### config.mk
export PLATFORM = sky130hd
export DESIGN_NAME = sabtb_match
export DESIGN_NICKNAME = d
export VERILOG_FILES = /design/src/rtl/core/set_assoc_branch_target_buffer_assert.svh /design/src/rtl/core/sabtb_pkg.sv /design/src/rtl/core/sabtb_match.sv
export SDC_FILE = /design/constraint.sdc
export NUM_CORES = 1
export LEC_CHECK = 0
export BUFFER_PORTS_ARGS = -buffer_cell sky130_fd_sc_hd__buf_2
export CAP_MARGIN = 40
export CORE_AREA = 2 2 109 111
export DETAILED_ROUTE_END_ITERATION = 8
export DIE_AREA = 0 0 111 113
export SYNTH_ARGS = -nofsm -noshare
export SYNTH_HDL_FRONTEND = slang
export SYNTH_SLANG_ARGS = --single-unit
### constraint.sdc
create_clock -name vclk -period 3.5
set_input_delay 0.7 -clock vclk [all_inputs]
set_output_delay 0.7 -clock vclk [all_outputs]
set_load 0.005 [all_outputs]
### src/rtl/core/set_assoc_branch_target_buffer_assert.svh
// Assertion macros shared by the branch target buffer modules.
`ifndef SET_ASSOC_BRANCH_TARGET_BUFFER_ASSERT_SVH
`define SET_ASSOC_BRANCH_TARGET_BUFFER_ASSERT_SVH

// Same-cycle implication, disabled during reset.
`define SABTB_ASSERT_IMP(name, clk, rst, ante, cons, msg) \
   name: assert property (@(posedge clk) disable iff (rst) (ante) |-> (cons)) else $error(msg);

// Next-cycle implication, disabled during reset.
`define SABTB_ASSERT_NXT(name, clk, rst, ante, cons, msg) \
   name: assert property (@(posedge clk) disable iff (rst) (ante) |=> (cons)) else $error(msg);

`endif

### src/rtl/core/sabtb_pkg.sv
// Package: geometry, field types and codes of the branch target buffer.
package sabtb_pkg;

   localparam int NUM_SETS     = 16;
   localparam int NUM_WAYS     = 4;
   localparam int LINE_ENTRIES = 4;

   localparam int PC_W       = 32;
   localparam int WORD_SHIFT = 2;
   localparam int OFF_W      = $clog2(LINE_ENTRIES);
   localparam int IDX_W      = $clog2(NUM_SETS);
   localparam int WAY_W      = $clog2(NUM_WAYS);
   localparam int TAG_W      = PC_W - WORD_SHIFT - OFF_W - IDX_W;
   localparam int TGT_W      = 32;
   localparam int ADDR_W     = IDX_W + OFF_W;
   localparam int RAM_DEPTH  = NUM_SETS * LINE_ENTRIES;

   localparam logic [PC_W-1:0] PC_STEP = PC_W'(4);

   localparam logic FUNC_LOOKUP = 1'b0;
   localparam logic FUNC_UPDATE = 1'b1;

   typedef logic [OFF_W-1:0]        off_type;
   typedef logic [IDX_W-1:0]        idx_type;
   typedef logic [WAY_W-1:0]        way_type;
   typedef logic [TAG_W-1:0]        tag_type;
   typedef logic [TGT_W-1:0]        tgt_type;
   typedef logic [ADDR_W-1:0]       addr_type;
   typedef logic [LINE_ENTRIES-1:0] line_type;

   typedef struct packed {
      tag_type tag;
      tgt_type target;
   } entry_type;

   // One RAM row: the entry at one offset of one set, for every way.
   typedef entry_type [NUM_WAYS-1:0] row_type;
   // Valid bits of every line of a set, indexed by way.
   typedef line_type [NUM_WAYS-1:0] vrow_type;
   // Age order of a set: position 0 is the oldest way.
   typedef way_type [NUM_WAYS-1:0] age_row_type;

   typedef struct packed {
      logic    fill;
      logic    evict;
      idx_type idx;
      off_type off;
      way_type way;
   } upd_type;

   typedef struct packed {
      logic    hit;
      logic    evict;
      way_type hit_way;
      way_type victim;
   } match_type;

endpackage

### src/rtl/core/sabtb_match.sv
// Tag compare in age order, plus victim choice for a missing update.
module sabtb_match
   import sabtb_pkg::*;
(
   input  tag_type     tag,
   input  off_type     off,
   input  row_type     row,
   input  vrow_type    valid_row,
   input  age_row_type age_row,
   output match_type   res
);

   logic [NUM_WAYS-1:0] way_hit;
   logic [NUM_WAYS-1:0] way_empty;

   always_comb begin
      for (int w = 0; w < NUM_WAYS; w++) begin
         way_hit[w]   = valid_row[w][off] && (row[w].tag == tag);
         way_empty[w] = ~|valid_row[w];
      end
   end

   always_comb begin
      way_type wy;
      logic    have_empty;
      res        = '0;
      have_empty = 1'b0;
      // oldest first: first hit wins, last empty line is the newest one
      for (int p = 0; p < NUM_WAYS; p++) begin
         wy = age_row[p];
         if (!res.hit && way_hit[wy]) begin
            res.hit     = 1'b1;
            res.hit_way = wy;
         end
         if (way_empty[wy]) begin
            have_empty = 1'b1;
            res.victim = wy;
         end
      end
      res.evict = !have_empty;
      if (!have_empty) begin
         res.victim = age_row[0];
      end
   end

endmodule

==> summary.txt, run 1 <==
Status
  • Status: complete, no violations

Placed design
  • Inst Count DP: 549
  • Post-DP Area: 0.00297 mm^2
  • Port bufs: 152
  • Routability cong.: 0.856
  • Post-DP HPWL: 8.34 mm

Routing
  • Vias per inst: 4.47
  • Via count: 2458
  • First DRT Iteration DRCs: 77
  • Total wire length: 9.22 mm
  • Post-route DRC violation count: 0
  • Drt pass-1 iters: 4
  • DRT antenna net count: 0
  • Routed WL per cell: 16.8 um

Worst setup path
  • Critical Path Source Type: input port
  • Critical Path AT: 2.70 ns
  • Type of the worst setup path: in2out
  • Crit path required time: 2.80 ns
  • CP Capture Type: output port
  • Slowest cell on the critical path: or3_1
  • CP cell instances: buf_2 -> xor2_1 -> nor4_1 -> buf_4 -> nand4_1 -> buf_4 -> or3_1 -> a21oi_2 -> nand4b_1 -> o22ai_1 -> buf_2
  • CP Max Fanout: 4
  • WP buf/inv: 4
  • CP delay by family, top: simple AND/OR/NAND/NOR gates
  • Slowest stage delay, CP: 0.32 ns

STA
  • Final worst-path cycle share: 97.0%
  • Final setup vio count: 0
  • Slew HR: 73.1%
  • Hold slack: 1.85 ns
  • Fin crit period: 3.40 ns
  • Final Hold Viols: 0
  • Worst Tran Pin Value: 0.400 ns
  • F_max: 295 MHz
  • Fin. max-slew vios: 0

Pwr
  • Seq pwr share: 0%
  • PD cells: 100 mW/mm^2
  • Max IR drop VDD: 54.4 uV
  • Comb power frac: 100.0%
  • Clock share of power: 0%
  • P_sw: 0.000160 W
  • Switch share: 51.6%
  • Pleak: 1.45 nW
  • Pint: 0.000150 W

Global routing
  • Largest net degree at the start of global routing: 10
  • Grt ovf: 0
  • All-Layer GR Usage: 13.9%
  • Vias in the first global route: 2546
  • Initial antenna violation count: 0
  • First-pass GRT wire length: 13.6 mm

Synth
  • Adder-cell share of the synthesized area: 0%
  • Netlist cell types: 44
  • Post-Synthesis Cells: 230
  • Compound-Gate Fraction of Synth Area: 13.8%
  • Post-Synth Simple-Gate Area: 25.0%
  • Syn Nets: 504
  • Post-synthesis sequential area ratio: 0%
  • Syn. warnings: 0
  • Post-synthesis mux area share: 12.1%
  • Largest family of logic cells by synthesized area: XOR/XNOR gates
  • Synthesized cell area: 0.00181 mm^2
  • Xor and xnor area share after synthesis: 46.5%
  • Syn Area/Cell: 7.87 um^2

Layout
  • Share of cells above drive strength 1: 53.1%
  • Post-route cell area: 0.00309 mm^2
  • Clock buffers: 0
  • FF+latch count: 0
  • ANT cells: 0
  • Layout Cells excl Fill: 550
  • Multi-input logic area: 0.00187 mm^2
  • Fillcell total: 1217
  • Sequential cell area: 0 um^2
  • Synth-to-Final Area Change: 70.7%
  • Util after Layout: 27.4%
  • Fin nets: 683

Floorplanning
  • Ports: 280
  • Die area: 0.0125 mm^2
  • Die W: 111 um
  • Total core area: 0.0113 mm^2
  • Chip Height: 113 um
  • Initial Util: 16.1%
  • # rows: 39

Flow run
  • # Max-Cap Violations: 0

Hold path
  • Worst min path class: in2out

CTS
  • CTS Hold Bufs: 0
==> power groups by stage <==
stage	combinational, W	clock [W]	sequential, W
6_report	0.000310	0	0
4_1_cts	0.000307	0	0
3_3_place_gp	0.000299	0	0
3_5_place_dp	0.000301	0	0
2_1_floorplan	0.000120	0	0
5_1_grt	0.000339	0	0
==> Yosys cell counts (all sizes together) <==
cell     count  area share (%)
and4         1            0.48
a211oi       2            0.83
a2111o       1            0.62
nand4        4             1.7
nor3         9             2.5
mux2i        5             2.8
o22a         1            0.48
inv          4            0.83
nand2b       1            0.35
o22ai        2            0.69
a2111oi      1             1.5
a22o         1            0.48
nor4        30              10
nand3        9             3.3
nand2        9             1.9
a21oi        8             2.2
nor2b        1            0.35
o21a         1            0.42
o311ai       1            0.48
clkbuf       4            0.83
mux2         5             3.1
nor2         7             1.7
a311o        1            0.55
or2          1            0.35
a221o        1            0.55
o2111a       1            0.62
mux4         5             6.2
a22oi        1            0.42
buf          2            0.90
o2111ai      2            0.97
xor2        96              46
o32ai        1            0.48
o21ai        6             1.7
o21bai       1            0.42
o211ai       1            0.42
or3          2            0.69
nor4b        1            0.83
nand4b       1            0.48
==> layout make-up <==
class,instances,area share [%]
inverter,4,0.486
timing repair buffer,183,33.1
tap,143,5.79
multi-input combinational,220,60.6
==> worst min-delay path, cell delays in order <==
cell      delay [ns]
buf_2           0.13
nand3_1         0.11
o311ai_2        0.09
buf_2           0.12
==> metal layers <==
| metal | share of wire (%) | track usage, % | vias to the layer above |
|---|---|---|---|
| met4 | 0.65 | 0.833 | 0 |
| met1 | 42 | 17.3 | 1112 |
| met5 | 0 | 0 | - |
| li1 | - | - | 1219 |
| met2 | 51 | 26.6 | 125 |
| met3 | 6.6 | 1.71 | 2 |
==> cells in the final DEF, fill, tap and decap left out, types with 2 or more instances in the layout <==
cell type and n:
a211oi_1 2, a21oi_1 7, buf_12 2, buf_2 150, buf_4 30, inv_1 4
mux2_1 3, mux2_2 2, mux2i_1 5, mux4_2 5, nand2_1 9, nand3_1 6
nand3_2 3, nand4_1 3, nor2_1 5, nor2_2 2, nor3_1 8, nor4_1 20
nor4_2 10, o21ai_0 2, o21ai_1 4, or3_1 2, xor2_1 96
==> metrics by stage <==
stage               power (W)  worst slack, ns  setup TNS, ns
floorplan            0.000120            0.449              0
global placement     0.000299          -0.0559        -0.0935
detailed placement   0.000301          -0.0373        -0.0700
CTS                  0.000307          0.00639              0
global route         0.000339         -0.00929        -0.0127
finish               0.000310            0.105              0
==> what timing repair did <==
| item | 4_1_cts | 5_1_grt |
|---|---|---|
| buffers inserted | 0 | 1 |
| resized for setup | 6 | 18 |
| endpoints found under the setup margin | 3 | 3 |
| cloned | 0 | 0 |
| pin swaps | 2 | 7 |
==> cells by family (layout without fill, tap and decap cells) <==
kind of cell | Yosys count | count (layout)
simple gates | 76 | 76
xor+xnor | 96 | 96
mux | 15 | 15
buf+inv | 10 | 187
compound gates | 33 | 33
==> final timing paths <==
check                end       start  depth (start not counted)  slack [ns]
hold / removal    res[3]  age_row[7]                          4        1.85
setup / recovery  res[2]     tag[23]                         11        0.10
(Power assumes the default switching activity.)
==> run 2: changes to the inputs <==
Settings changed: ABC_AREA set to 1, CORE_AREA 2 2 109 111 to 2 2 107 109, DIE_AREA 0 0 111 113 to 0 0 109 111.
==> run 2 against run 1 <==
Effect of this change:
- area after synthesis is 77% higher
- utilization is 9.3 points higher
- total power grew 51%
- design area grew 32%
- non-clock buffer count down 31
- largest cell class unchanged
- wire length increased by 28%
- sequential cell count unchanged
- critical endpoint unchanged
- count of clock-buffer cells in the layout unchanged
- critical path type unchanged
- combinational power rose by 51%
==> summary.txt, run 2 <==
Floorplanning
  • Chip Height: 111 um (was 113 um)
  • Total core area: 0.0111 mm^2 (was 0.0113 mm^2)
  • Die W: 109 um (was 111 um)
  • Die area: 0.0121 mm^2 (was 0.0125 mm^2)
  • # rows: 39 (unchanged)
  • Ports: 280 (unchanged)
  • Initial Util: 28.8% (was 16.1%)

Routing
  • Routed met2 length: 5.26 mm (was 4.66 mm)
  • Drt pass-1 iters: 5 (was 4)
  • Routed WL per cell: 11.5 um (was 16.8 um)
  • Met1 wire length: 5.38 mm (was 3.89 mm)
  • DRT antenna net count: 0 (unchanged)
  • Routed wl met3: 1.07 mm (was 606 um)
  • First DRT Iteration DRCs: 266 (was 77)
  • Post-route DRC violation count: 0 (unchanged)
  • Total wire length: 11.8 mm (was 9.22 mm)
  • Via count: 4452 (was 2458)
  • Vias per inst: 4.36 (was 4.47)
  • DR top layer: met4 (unchanged)

Synth
  • Syn Area/Cell: 4.35 um^2 (was 7.87 um^2)
  • Most numerous cell in the Yosys netlist: nand2_1 (was xor2_1)
  • Syn. warnings: 0 (unchanged)
  • Synthesized cell area: 0.00319 mm^2 (was 0.00181 mm^2)
  • Post-Synthesis Cells: 734 (was 230)
  • Synth cell count leaders: nand2_1, inv_1, nor2_1 (was xor2_1, nor4_1, nand2_1, nor3_1, a21oi_1)
  • Cell taking the most area after synthesis: nand2_1 (was xor2_1)
  • Area contributors post-synth: nand2_1, inv_1, nor2_1, nand3_1, xnor2_1 (was xor2_1, nor4_1, mux4_2, mux2i_1, nor3_1)
  • Yosys top cell area share: 43.5% (was 46.5%)
  • Netlist cell types: 30 (was 44)
  • Syn Nets: 1008 (was 504)
  • Post-synthesis sequential area ratio: 0% (unchanged)

Hold path
  • Hold Crit Endpoint: res[2] (was res[3])
  • Worst min path class: in2out (unchanged)
  • Hold path startpoint: age_row[6] (was age_row[7])
  • Min-Delay Path Depth: 4 (unchanged)

Global routing
  • Grt ovf: 0 (unchanged)
  • Vias in the first global route: 3921 (was 2546)
  • Largest net degree at the start of global routing: 10 (unchanged)
  • All-Layer GR Usage: 18.8% (was 13.9%)
  • Initial antenna violation count: 0 (unchanged)
  • First-pass GRT wire length: 18.2 mm (was 13.6 mm)

Layout
  • FF+latch count: 0 (unchanged)
  • Commonest non-fill, non-tap cell in the layout: nand2_1 (was buf_2)
  • Layout Cells excl Fill: 1022 (was 550)
  • Fin nets: 1155 (was 683)
  • Share of cells above drive strength 1: 24.3% (was 53.1%)
  • Post-route cell area: 0.00407 mm^2 (was 0.00309 mm^2)
  • Clock buffers: 0 (unchanged)
  • Sequential cell area: 0 um^2 (unchanged)
  • Synth-to-Final Area Change: 27.4% (was 70.7%)
  • Commonest cells after routing, fill and taps aside: nand2_1, buf_2, inv_1 (was buf_2, xor2_1, buf_4)
  • ANT cells: 0 (unchanged)

Worst setup path
  • Crit path top cell by count: nand2_1
  • Critical Path Source Type: input port (unchanged)
  • Type of the worst setup path: in2out (unchanged)
  • Crit path required time: 2.80 ns (about the same)
  • Slowest stage delay, CP: 0.35 ns (was 0.32 ns)
  • CP Capture Type: output port (unchanged)
  • CP Max Fanout: 6 (was 4)
  • Slowest cell on the critical path: xnor2_1 (was or3_1)
  • Critical Path AT: 2.41 ns (was 2.70 ns)
  • CP cell instances: buf_2 -> xnor2_1 -> nand2_1 -> nor2_1 -> nand3_1 -> nor2_2 -> nand2_1 -> nand3_2 -> nand2_4 -> inv_2 -> nand2_1 -> nand3_1 -> nand3_1 -> nand2_1 -> buf_2 (was buf_2 -> xor2_1 -> nor4_1 -> buf_4 -> nand4_1 -> buf_4 -> or3_1 -> a21oi_2 -> nand4b_1 -> o22ai_1 -> buf_2)

Status
  • Status: complete, no violations (unchanged)

Pwr
  • Pint: 0.000186 W (was 0.000150 W)
  • P_sw: 0.000281 W (was 0.000160 W)
  • Switch share: 60.2% (was 51.6%)
  • PD cells: 115 mW/mm^2 (was 100 mW/mm^2)
  • Seq pwr share: 0% (about the same)
  • Pleak: 2.71 nW (was 1.45 nW)
  • Clock share of power: 0% (about the same)
  • Max IR drop VDD: 53.4 uV (was 54.4 uV)
  • Comb power frac: 100.0% (about the same)

CTS
  • # Post-CTS Setup Buffers: 0 (unchanged)
  • Cts repair resizes: 0 (was 6)
  • CTS Hold Bufs: 0 (unchanged)

STA
  • Fin. max-slew vios: 0 (unchanged)
  • Slew HR: 74.8% (was 73.1%)
  • PnR worst setup slack: 0.389 ns (was 0.105 ns)
  • Hold slack: 1.80 ns (was 1.85 ns)
  • TNS Setup: 0 ns (unchanged)
  • RSZ-0062 raised after global routing: no
  • Fin crit period: 3.11 ns (was 3.40 ns)
  • Final setup vio count: 0 (unchanged)
  • F_max: 321 MHz (was 295 MHz)
  • Worst Tran Pin Value: 0.376 ns (was 0.400 ns)
  • Final worst-path cycle share: 88.9% (was 97.0%)
  • Final Hold Viols: 0 (unchanged)

Flow run
  • # Max-Cap Violations: 0 (unchanged)

Placed design
  • Inst Count DP: 1022 (was 549)
  • Setup WS pre-CTS: 0.401 ns (was -0.0373 ns)
  • Post-DP Area: 0.00407 mm^2 (was 0.00297 mm^2)
  • Port bufs: 152 (unchanged)
  • Routability cong.: 0.909 (was 0.856)
  • Post-DP HPWL: 10.7 mm (was 8.34 mm)
run 2: final cells by class:
type / instances / area [um^2]
Tap cell: 143 / 179
Multi-Input combinational cell: 584 / 2590
Timing Repair Buffer: 152 / 761
Fill cell: 1338 / 7010
Inverter: 143 / 543
run 2: power by group through the flow:
| stage | logic [W] | registers [W] | clock network [W] |
|---|---|---|---|
| 2_1_floorplan | 0.000278 | 0 | 0 |
| 3_3_place_gp | 0.000464 | 0 | 0 |
| 3_5_place_dp | 0.000467 | 0 | 0 |
| 4_1_cts | 0.000469 | 0 | 0 |
| 5_1_grt | 0.000533 | 0 | 0 |
| 6_report | 0.000467 | 0 | 0 |
run 2: metal layers:
layer	track usage [%]	vias to the layer above
met5	0	-
met4	0.940	0
met3	2.47	6
met2	32.0	162
met1	26.2	1837
li1	-	2447
run 2: cell families after synthesis:
kind of cell / synth area share [%]
simple gates: 68.7
buf+inv: 19.0
compound gates: 4.50
xor+xnor: 7.76
run 2: metrics by stage:
step / power, W / util [%]
after floorplan: 0.000278 / -
after global placement: 0.000464 / 36.7
after detailed placement: 0.000467 / 36.7
after CTS: 0.000469 / 36.7
after global routing: 0.000533 / 36.7
final: 0.000467 / 36.7
run 2: how the worst max path moves through the flow:
stage	to	depth (start not counted)	startpoint
detailed placement	res[2]	15	tag[0]
finish	res[2]	15	tag[0]
global route	res[3]	14	tag[5]
CTS	res[2]	15	tag[0]
floorplan	res[3]	17	tag[23]
global placement	res[2]	15	tag[0]
run 2: critical path: cells and delay by family:
family	cells	cell delay (ns)
and+or+nand+nor	11	1.05
buffers and inverters	3	0.31
xor gates and xnor gates	1	0.35
